File: src/rtl/core/spa_pkg.sv
// Shared types and constants for the sparse polynomial adder.
// No dependencies; every other file in rtl/core uses this package.
package spa_pkg;

  localparam int COEF_W             = 32;
  localparam int EXPON_W            = 16;
  localparam int REQ_W              = 2;
  localparam int TERMS_PER_POLY_DEF = 16;
  localparam int QUEUE_DEPTH        = 4;

  localparam logic [REQ_W-1:0] REQ_LOAD_A = 2'd0;
  localparam logic [REQ_W-1:0] REQ_LOAD_B = 2'd1;
  localparam logic [REQ_W-1:0] REQ_RUN    = 2'd2;

  localparam logic signed [COEF_W-1:0] COEF_MAX = 32'sh7FFF_FFFF;
  localparam logic signed [COEF_W-1:0] COEF_MIN = 32'sh8000_0000;

  typedef enum logic [1:0] {
    OP_LOAD_A,
    OP_LOAD_B,
    OP_RUN
  } op_t;

  typedef struct packed {
    op_t                        op;
    logic signed [COEF_W-1:0]   coef;
    logic        [EXPON_W-1:0]  expon;
  } cmd_t;

  typedef struct packed {
    logic signed [COEF_W-1:0]   coef;
    logic        [EXPON_W-1:0]  expon;
  } term_t;

  typedef enum logic [1:0] {
    B_IDLE,
    B_FETCH,
    B_MERGE,
    B_FLUSH
  } bstate_t;

  typedef struct packed {
    logic in_run;
    logic pend_valid;
  } bstat_t;

endpackage

File: src/rtl/core/spa_front.sv
// Front end: takes requests, decodes the request type and queues commands.
// Depends on spa_pkg.
module spa_front (
  input  logic                          clk,
  input  logic                          rst,
  input  logic                          req_valid,
  output logic                          req_stall,
  input  logic [spa_pkg::REQ_W-1:0]     req_type,
  input  logic signed [spa_pkg::COEF_W-1:0] coef,
  input  logic [spa_pkg::EXPON_W-1:0]   expon,
  output logic                          q_valid,
  output spa_pkg::cmd_t                 q_cmd,
  input  logic                          q_pop
);
  import spa_pkg::*;

  localparam int PW = $clog2(QUEUE_DEPTH);
  localparam int NW = $clog2(QUEUE_DEPTH + 1);

  cmd_t          fifo [QUEUE_DEPTH];
  logic [PW-1:0] wr_ptr;
  logic [PW-1:0] rd_ptr;
  logic [NW-1:0] fill;
  logic          known;
  logic          push;
  logic          pop;
  cmd_t          cmd;

  always_comb begin
    cmd.coef  = coef;
    cmd.expon = expon;
    case (req_type)
      REQ_LOAD_A: cmd.op = OP_LOAD_A;
      REQ_LOAD_B: cmd.op = OP_LOAD_B;
      default:    cmd.op = OP_RUN;
    endcase
  end

  // drop unknown request types here so the back end never sees them
  assign known     = req_type inside {REQ_LOAD_A, REQ_LOAD_B, REQ_RUN};
  assign req_stall = (fill == NW'(QUEUE_DEPTH));
  assign push      = req_valid && !req_stall && known;
  assign q_valid   = (fill != '0);
  assign pop       = q_pop && q_valid;
  assign q_cmd     = fifo[rd_ptr];

  always_ff @(posedge clk) begin
    if (push) begin
      fifo[wr_ptr] <= cmd;
    end
  end

  always_ff @(posedge clk) begin
    if (rst) begin
      wr_ptr <= '0;
      rd_ptr <= '0;
      fill   <= '0;
    end else begin
      if (push) begin
        wr_ptr <= wr_ptr + PW'(1);
      end
      if (pop) begin
        rd_ptr <= rd_ptr + PW'(1);
      end
      if (push && !pop) begin
        fill <= fill + NW'(1);
      end else if (pop && !push) begin
        fill <= fill - NW'(1);
      end
    end
  end

endmodule

File: src/rtl/core/spa_merge.sv
// Back end: term stores, load handling and the sorted merge with output register.
// Depends on spa_pkg.
module spa_merge #(
  parameter int TERMS_PER_POLY = spa_pkg::TERMS_PER_POLY_DEF
) (
  input  logic                              clk,
  input  logic                              rst,
  input  logic                              q_valid,
  input  spa_pkg::cmd_t                     q_cmd,
  output logic                              q_pop,
  output logic                              res_valid,
  input  logic                              res_stall,
  output logic signed [spa_pkg::COEF_W-1:0] sum_coef,
  output logic [spa_pkg::EXPON_W-1:0]       sum_expon,
  output logic                              term_valid,
  output logic                              last,
  output logic                              overflow,
  output spa_pkg::bstat_t                   stat
);
  import spa_pkg::*;

  localparam int CW = $clog2(TERMS_PER_POLY + 1);
  localparam int IW = (TERMS_PER_POLY > 1) ? $clog2(TERMS_PER_POLY) : 1;

  term_t   mem_a [TERMS_PER_POLY];
  term_t   mem_b [TERMS_PER_POLY];
  term_t   rd_a;
  term_t   rd_b;
  term_t   pend;
  term_t   cand;
  logic    pend_valid;
  logic    ovf;
  logic [CW-1:0] cnt_a;
  logic [CW-1:0] cnt_b;
  logic [CW-1:0] i;
  logic [CW-1:0] j;
  bstate_t state;
  bstate_t state_next;

  logic             a_has;
  logic             b_has;
  logic             both_done;
  logic             out_free;
  logic             cand_v;
  logic             inc_i;
  logic             inc_j;
  logic             step_ok;
  logic             run_start;
  logic             wr_a;
  logic             wr_b;
  logic             full_drop;
  logic             flush_go;
  logic             res_load;
  logic signed [COEF_W:0] wide_sum;
  logic signed [COEF_W-1:0] sat_sum;

  assign a_has     = (i < cnt_a);
  assign b_has     = (j < cnt_b);
  assign both_done = !a_has && !b_has;
  assign out_free  = !res_valid || !res_stall;

  assign wide_sum = {rd_a.coef[COEF_W-1], rd_a.coef} + {rd_b.coef[COEF_W-1], rd_b.coef};
  always_comb begin
    if (wide_sum[COEF_W] != wide_sum[COEF_W-1]) begin
      sat_sum = wide_sum[COEF_W] ? COEF_MIN : COEF_MAX;
    end else begin
      sat_sum = wide_sum[COEF_W-1:0];
    end
  end

  // next state
  always_comb begin
    state_next = state;
    case (state)
      B_IDLE: begin
        if (q_valid && q_cmd.op == OP_RUN) begin
          state_next = B_FETCH;
        end
      end
      B_FETCH: state_next = both_done ? B_FLUSH : B_MERGE;
      B_MERGE: begin
        if (step_ok) begin
          state_next = B_FETCH;
        end
      end
      B_FLUSH: begin
        if (out_free) begin
          state_next = B_IDLE;
        end
      end
      default: state_next = B_IDLE;
    endcase
  end

  // control outputs
  always_comb begin
    q_pop     = 1'b0;
    run_start = 1'b0;
    wr_a      = 1'b0;
    wr_b      = 1'b0;
    full_drop = 1'b0;
    cand_v    = 1'b0;
    cand      = rd_a;
    inc_i     = 1'b0;
    inc_j     = 1'b0;
    step_ok   = 1'b0;
    flush_go  = 1'b0;
    case (state)
      B_IDLE: begin
        if (q_valid) begin
          q_pop = 1'b1;
          case (q_cmd.op)
            OP_LOAD_A: begin
              if (cnt_a >= CW'(TERMS_PER_POLY)) begin
                full_drop = 1'b1;
              end else begin
                wr_a = 1'b1;
              end
            end
            OP_LOAD_B: begin
              if (cnt_b >= CW'(TERMS_PER_POLY)) begin
                full_drop = 1'b1;
              end else begin
                wr_b = 1'b1;
              end
            end
            default: run_start = 1'b1;
          endcase
        end
      end
      B_MERGE: begin
        if (a_has && b_has) begin
          if (rd_a.expon == rd_b.expon) begin
            cand.coef = sat_sum;
            cand_v    = (sat_sum != '0);
            inc_i     = 1'b1;
            inc_j     = 1'b1;
          end else if (rd_a.expon > rd_b.expon) begin
            cand_v = 1'b1;
            inc_i  = 1'b1;
          end else begin
            cand   = rd_b;
            cand_v = 1'b1;
            inc_j  = 1'b1;
          end
        end else if (a_has) begin
          cand_v = 1'b1;
          inc_i  = 1'b1;
        end else begin
          cand   = rd_b;
          cand_v = 1'b1;
          inc_j  = 1'b1;
        end
        // hold the step while the pending term cannot move on
        step_ok = !cand_v || !pend_valid || out_free;
      end
      B_FLUSH: flush_go = out_free;
      default: ;
    endcase
  end

  assign res_load = (step_ok && cand_v && pend_valid) || flush_go;

  always_ff @(posedge clk) begin
    if (wr_a) begin
      mem_a[cnt_a[IW-1:0]] <= '{coef: q_cmd.coef, expon: q_cmd.expon};
    end
    if (wr_b) begin
      mem_b[cnt_b[IW-1:0]] <= '{coef: q_cmd.coef, expon: q_cmd.expon};
    end
    if (state == B_FETCH) begin
      rd_a <= mem_a[i[IW-1:0]];
      rd_b <= mem_b[j[IW-1:0]];
    end
  end

  always_ff @(posedge clk) begin
    if (rst) begin
      state      <= B_IDLE;
      cnt_a      <= '0;
      cnt_b      <= '0;
      ovf        <= 1'b0;
      i          <= '0;
      j          <= '0;
      pend_valid <= 1'b0;
      res_valid  <= 1'b0;
    end else begin
      state <= state_next;
      if (res_load) begin
        res_valid <= 1'b1;
      end else if (res_valid && !res_stall) begin
        res_valid <= 1'b0;
      end
      if (wr_a) begin
        cnt_a <= cnt_a + CW'(1);
      end
      if (wr_b) begin
        cnt_b <= cnt_b + CW'(1);
      end
      if (full_drop) begin
        ovf <= 1'b1;
      end
      if (run_start) begin
        i <= '0;
        j <= '0;
      end
      if (step_ok) begin
        if (inc_i) begin
          i <= i + CW'(1);
        end
        if (inc_j) begin
          j <= j + CW'(1);
        end
        if (cand_v) begin
          pend_valid <= 1'b1;
        end
      end
      if (flush_go) begin
        pend_valid <= 1'b0;
        cnt_a      <= '0;
        cnt_b      <= '0;
        ovf        <= 1'b0;
      end
    end
  end

  // payload of the pending term and the output register
  always_ff @(posedge clk) begin
    if (step_ok && cand_v) begin
      pend <= cand;
      if (pend_valid) begin
        sum_coef   <= pend.coef;
        sum_expon  <= pend.expon;
        term_valid <= 1'b1;
        last       <= 1'b0;
        overflow   <= ovf;
      end
    end
    if (flush_go) begin
      sum_coef   <= pend_valid ? pend.coef : '0;
      sum_expon  <= pend_valid ? pend.expon : '0;
      term_valid <= pend_valid;
      last       <= 1'b1;
      overflow   <= ovf;
    end
  end

  assign stat = '{in_run: (state != B_IDLE), pend_valid: pend_valid};

endmodule

File: src/rtl/core/sparse_polynomial_add.sv
// Top level of the sparse polynomial adder: request front end, command queue, merge back end.
// Depends on spa_pkg, spa_front and spa_merge.
//
//   channel  | handshake            | payload
//   request  | req_valid, req_stall | req_type, coef, expon
//   result   | res_valid, res_stall | sum_coef, sum_expon, term_valid, last, overflow
//
// An idle back end takes a load from the queue; requests queue four deep ahead of it.
// A run leaves the queue; each merge step is a store read (B_FETCH), then a compare and add
// (B_MERGE), one step per unpaired term and one per pair of equal exponents; a final store
// read and B_FLUSH end the run. The single store read port per list sets that pace.
// Reset clears counts, the overflow flag, the queue and res_valid; stores need none.
// A stalled result holds the back end only once the pending term also has to move.
module sparse_polynomial_add #(
  parameter int TERMS_PER_POLY = spa_pkg::TERMS_PER_POLY_DEF
) (
  input  logic                              clk,
  input  logic                              rst,
  input  logic                              req_valid,
  output logic                              req_stall,
  input  logic [spa_pkg::REQ_W-1:0]         req_type,
  input  logic signed [spa_pkg::COEF_W-1:0] coef,
  input  logic [spa_pkg::EXPON_W-1:0]       expon,
  output logic                              res_valid,
  input  logic                              res_stall,
  output logic signed [spa_pkg::COEF_W-1:0] sum_coef,
  output logic [spa_pkg::EXPON_W-1:0]       sum_expon,
  output logic                              term_valid,
  output logic                              last,
  output logic                              overflow
);
  import spa_pkg::*;

  logic   q_valid;
  cmd_t   q_cmd;
  logic   q_pop;
  bstat_t stat;

  spa_front u_front (
    .clk       (clk),
    .rst       (rst),
    .req_valid (req_valid),
    .req_stall (req_stall),
    .req_type  (req_type),
    .coef      (coef),
    .expon     (expon),
    .q_valid   (q_valid),
    .q_cmd     (q_cmd),
    .q_pop     (q_pop)
  );

  spa_merge #(
    .TERMS_PER_POLY (TERMS_PER_POLY)
  ) u_merge (
    .clk        (clk),
    .rst        (rst),
    .q_valid    (q_valid),
    .q_cmd      (q_cmd),
    .q_pop      (q_pop),
    .res_valid  (res_valid),
    .res_stall  (res_stall),
    .sum_coef   (sum_coef),
    .sum_expon  (sum_expon),
    .term_valid (term_valid),
    .last       (last),
    .overflow   (overflow),
    .stat       (stat)
  );

  // an empty result closes its run and carries no term
  a_empty_result: assert property (@(posedge clk) disable iff (rst)
    res_valid && !term_valid |-> last && sum_coef == '0 && sum_expon == '0)
    else $error("empty result is not a closing zero term");

  // no term may wait in the back end between runs
  a_no_pend_idle: assert property (@(posedge clk) disable iff (rst)
    !stat.in_run |-> !stat.pend_valid)
    else $error("pending term left over after run");

  // a new result appears only while a run is active or just finished it
  a_result_in_run: assert property (@(posedge clk) disable iff (rst)
    $rose(res_valid) |-> $past(stat.in_run))
    else $error("result produced outside a run");

endmodule

File: config.mk
export PLATFORM = sky130hd
export DESIGN_NAME = sparse_polynomial_add
export DESIGN_NICKNAME = d
export VERILOG_FILES = /design/src/rtl/core/spa_pkg.sv /design/src/rtl/core/spa_front.sv /design/src/rtl/core/spa_merge.sv /design/src/rtl/core/sparse_polynomial_add.sv
export SDC_FILE = /design/constraint.sdc
export NUM_CORES = 2
export LEC_CHECK = 0
export ABC_AREA = 1
export BUFFER_PORTS_ARGS = -buffer_cell sky130_fd_sc_hd__buf_2
export CAP_MARGIN = 30
export CELL_PAD_IN_SITES_DETAIL_PLACEMENT = 1
export CELL_PAD_IN_SITES_GLOBAL_PLACEMENT = 2
export CORE_ASPECT_RATIO = 1.4
export CORE_MARGIN = 10
export CORE_UTILIZATION = 50
export CTS_BUF_LIST = sky130_fd_sc_hd__clkbuf_4
export DETAILED_ROUTE_END_ITERATION = 8
export GPL_ROUTABILITY_DRIVEN = 0
export PLACE_DENSITY_LB_ADDON = 0.3
export SLEW_MARGIN = 20
export SYNTH_ARGS = -nofsm -noshare
export SYNTH_HDL_FRONTEND = slang
export SYNTH_SLANG_ARGS = --single-unit
File: constraint.sdc
create_clock -name clk -period 10.46 [get_ports clk]
set_clock_uncertainty 0.05 [all_clocks]
set_input_delay 1.569 -clock clk [delete_from_list [all_inputs] [get_ports clk]]
set_output_delay 1.569 -clock clk [all_outputs]
set_load 0.02 [all_outputs]
==> qor.csv <==
stage,metric,value,unit
min_path,min_delay_worst_endpoint,u_front.fifo[0][39],
sta,finalCriticalPeriod,4780,ps
layout,finalInstanceArea,89000,µm²
critical_path,startpoint,u_merge.rd_b[20],
flow_run,maxCapViolations,0,
route,detail_route.iter0.violations,5310,
logic_synthesis,synth_cell_types,47,
layout,finalNonFillerCells,8756,
logic_synthesis,syn_area,79300,µm²
clock_tree,post_cts_buffers,0,
logic_synthesis,syn_avg_cell_area,13.3,µm²
die,rows,172,
logic_synthesis,ys_warn_count,0,
clock_tree,hold_buffers,0,
sta,finalSetupViolCount,0,
min_path,holdCritStartpoint,coef[23],
sta,max_freq,0.209,GHz
route,wl_per_cell,28.9,µm
clock_tree,cts-resized-gates,0,
logic_synthesis,synth_edf_count,1930,
logic_synthesis,synth_ff_type,edfxtp_1,
power_and_ir_drop,p_leak,30.0,nW
logic_synthesis,syn_inst,5964,
die,die_h,491,µm
critical_path,critPathKind,register to register,
route,dr_total_vias,53400,
logic_synthesis,async_flop_share,0,
place,place_area,83000,µm²
sta,max_slew_margin,0.266,
critical_path,crit_arrival,5700,ps
place,place_inst,7928,
route,wirelength,253,mm
min_path,min_path_cells,1,
critical_path,end_kind,register,
global_route,grt_antenna_before_repair,11,
route,drtAntennaViolNets,0,
sta,finalSetupTns,0,ps
die,initial_core_util,0.504,
logic_synthesis,ys_seq_elements,1965,
layout,nets,6444,
run_status,status,"finished, final reports clean",
power_and_ir_drop,peakVddDrop,0.214,mV
global_route,grt.overflow.total,0,
die,die_area,175000,µm²
power_and_ir_drop,p_per_area,287,nW/µm²
route,dr.pass1.iters,5,
place,dp_hpwl,146,mm
critical_path,worstPathMaxFanout,32,
sta,tightest_slew,1100,ps
layout,drive_gt1_frac,0.164,
sta,post-route-period-util,0.457,
route,vias_per_cell,6.10,
die,die_x,357,µm
clock_tree,clk_latency,1450,ps
logic_synthesis,yosysSeqAreaShare,0.740,
power_and_ir_drop,p_total,25.5,mW
clock_tree,htree_levels,5,
critical_path,ff2ff_path_depth,21,
clock_tree,tritoncts,built,
place,io_buffers,106,
global_route,grt_pass1_vias,56500,
clock_tree,clk_pin_slew,70,ps
critical_path,ff2ff_setup_slack,5680,ps
critical_path,required,11380,ps
die,core,157000,µm²
die,io_pins,107,
layout,syn2layout_area_growth,12.3,%
critical_path,regToRegStartpoint,u_merge.rd_b[20],
global_route,grt_max_degree,194,
sta,finalHoldViolations,0,
sta,rsz0062_at_grt,false,
clock_tree,cts-root-buf,clkbuf_4,
clock_tree,cts_inserted_buffers,464,
sta,hold_ws,332,ps
global_route,track_usage,0.284,
min_path,hp-class,primary input to register,
sta,drv_slew,0,
critical_path,cp-start-kind,register,
global_route,grt_first_pass_wirelength,368,mm
route,drc,0,
logic_synthesis,syn_nets,6091,
critical_path,reg2reg_to,u_merge.pend[37],
layout,nFillCells,15500,
clock_tree,cts_sinks,1965,
clock_tree,clockBufferDepth,4,
[synth_stat cells (3+ instances only)]
master | n | share of area
a21o_1 | 3 | 0.00028
a21oi_1 | 86 | 0.0054
a221oi_1 | 19 | 0.0021
a22oi_1 | 26 | 0.0025
a31oi_1 | 5 | 0.00039
buf_1 | 29 | 0.0014
buf_2 | 10 | 0.00063
clkbuf_1 | 316 | 0.015
clkinv_1 | 3 | 0.00014
dfxtp_1 | 35 | 0.0088
edfxtp_1 | 1930 | 0.73
ha_1 | 71 | 0.011
inv_1 | 261 | 0.012
mux2i_1 | 164 | 0.021
nand2_1 | 488 | 0.023
nand2_2 | 14 | 0.0011
nand2_4 | 3 | 0.00043
nand3_1 | 200 | 0.013
nand4_1 | 13 | 0.0010
nor2_1 | 1152 | 0.055
nor2_2 | 5 | 0.00039
nor3_1 | 10 | 0.00063
nor4_1 | 3 | 0.00024
o211ai_1 | 43 | 0.0041
o21ai_0 | 543 | 0.034
o21ai_1 | 13 | 0.00082
o21bai_1 | 9 | 0.00085
o221ai_1 | 152 | 0.017
o22ai_1 | 70 | 0.0055
o32ai_1 | 241 | 0.027
or2_2 | 4 | 0.00032
xnor2_1 | 6 | 0.00066
xor2_1 | 16 | 0.0018
[through the flow]
| step | utilization | setup slack (ps) |
|---|---|---|
| finish | 0.566 | 5680 |
| global placement | 0.525 | 5240 |
| floorplan | - | 5160 |
| CTS | 0.564 | 5660 |
| detailed placement | 0.528 | 5790 |
| global route | 0.566 | 5410 |
[cell type report]
| type | count | area, µm² | area share |
|---|---|---|---|
| clock inverter | 132 | 676 | 0.00759 |
| clock buffer | 678 | 5090 | 0.0572 |
| timing repair buffer | 244 | 1940 | 0.0218 |
| antenna | 7 | 17.5 | 0.000197 |
| tap | 2088 | 2610 | 0.0293 |
| inverter | 267 | 1020 | 0.0114 |
| multi-input combinational | 3375 | 19000 | 0.213 |
| sequential | 1965 | 58700 | 0.659 |
[worst max path at each step]
stage / to / slack (ps) / depth (start not counted)
global placement: u_merge.mem_a[1][18] / 5240 / 11
CTS: u_merge.pend[26] / 5660 / 21
floorplan: u_merge.state[0] / 5160 / 6
global route: u_merge.pend[26] / 5410 / 19
detailed placement: u_merge.pend[40] / 5790 / 21
finish: u_merge.pend[37] / 5680 / 21
[worst max-delay path, stage by stage (launching register included)]
cell and delay, ps:
edfxtp_1 590, ha_1 470, nand2_1 100, nand2_1 80, a21oi_1 260, nand2_2 150
nand2_2 90, nand2_2 90, nand2_2 100, nand2_1 70, nand2_1 70, nand2_1 60
nand2_2 400, nand2_1 140, nor2_1 160, nor2_1 60, nand3_1 70, nor2_1 60
nand2_2 170, nand3_1 140, inv_2 380, buf_4 520
[kinds of logic after synthesis]
| logic type | share of synthesized area |
|---|---|
| AOI/OAI and AO/OA | 0.101 |
| xor gates and xnor gates | 0.00243 |
| adders and majority gates | 0.0117 |
| buffers and inverters | 0.0299 |
| DFF | 0.740 |
| muxes | 0.0207 |
| and+or+nand+nor | 0.0947 |
[layer usage]
| metal | part of all wire | vias up | GRT usage |
|---|---|---|---|
| met3 | 0.069 | 595 | 0.0517 |
| met2 | 0.51 | 2321 | 0.495 |
| li1 | - | 23100 | - |
| met1 | 0.37 | 27300 | 0.340 |
| met5 | 0.00020 | - | 0 |
| met4 | 0.044 | 8 | 0.126 |
[layout by cell type, fill, tap and decap left out, drive strengths merged, types with 3 or more instances in the layout]
| cell | n |
|---|---|
| o22ai | 70 |
| clkinv | 123 |
| or2 | 6 |
| a221oi | 19 |
| o221ai | 152 |
| xnor2 | 6 |
| xor2 | 16 |
| nor3 | 10 |
| a31oi | 5 |
| buf | 244 |
| bufinv | 5 |
| clkinvlp | 4 |
| a21o | 3 |
| nor2 | 1157 |
| nand4 | 13 |
| o21bai | 9 |
| diode | 7 |
| o21ai | 556 |
| nand3 | 200 |
| a21oi | 87 |
| clkbuf | 678 |
| dfxtp | 35 |
| mux2i | 164 |
| o32ai | 241 |
| o211ai | 43 |
| edfxtp | 1930 |
| nor4 | 3 |
| inv | 267 |
| a22oi | 26 |
| nand2 | 505 |
| ha | 71 |
[power breakdown]
part	switching, mW	internal, mW
sequential	0.427	10.5
clock	3.02	3.08
combinational	6.28	2.19
total	9.72	15.8
[state kept, by name (all words and copies together), names as in the netlist, 2 cells and up, named ones only]
name               flops
u_front.fifo         200
u_front.fill           3
u_front.rd_ptr         2
u_front.wr_ptr         2
u_merge.cnt_a          5
u_merge.cnt_b          5
u_merge.i              5
u_merge.j              5
u_merge.mem_a        768
u_merge.mem_b        768
u_merge.pend          48
u_merge.rd_a          48
u_merge.rd_b          48
u_merge.state          2
u_merge.sum_coef      32
u_merge.sum_expon     16
No activity file was read; power rests on OpenSTA's default activity.
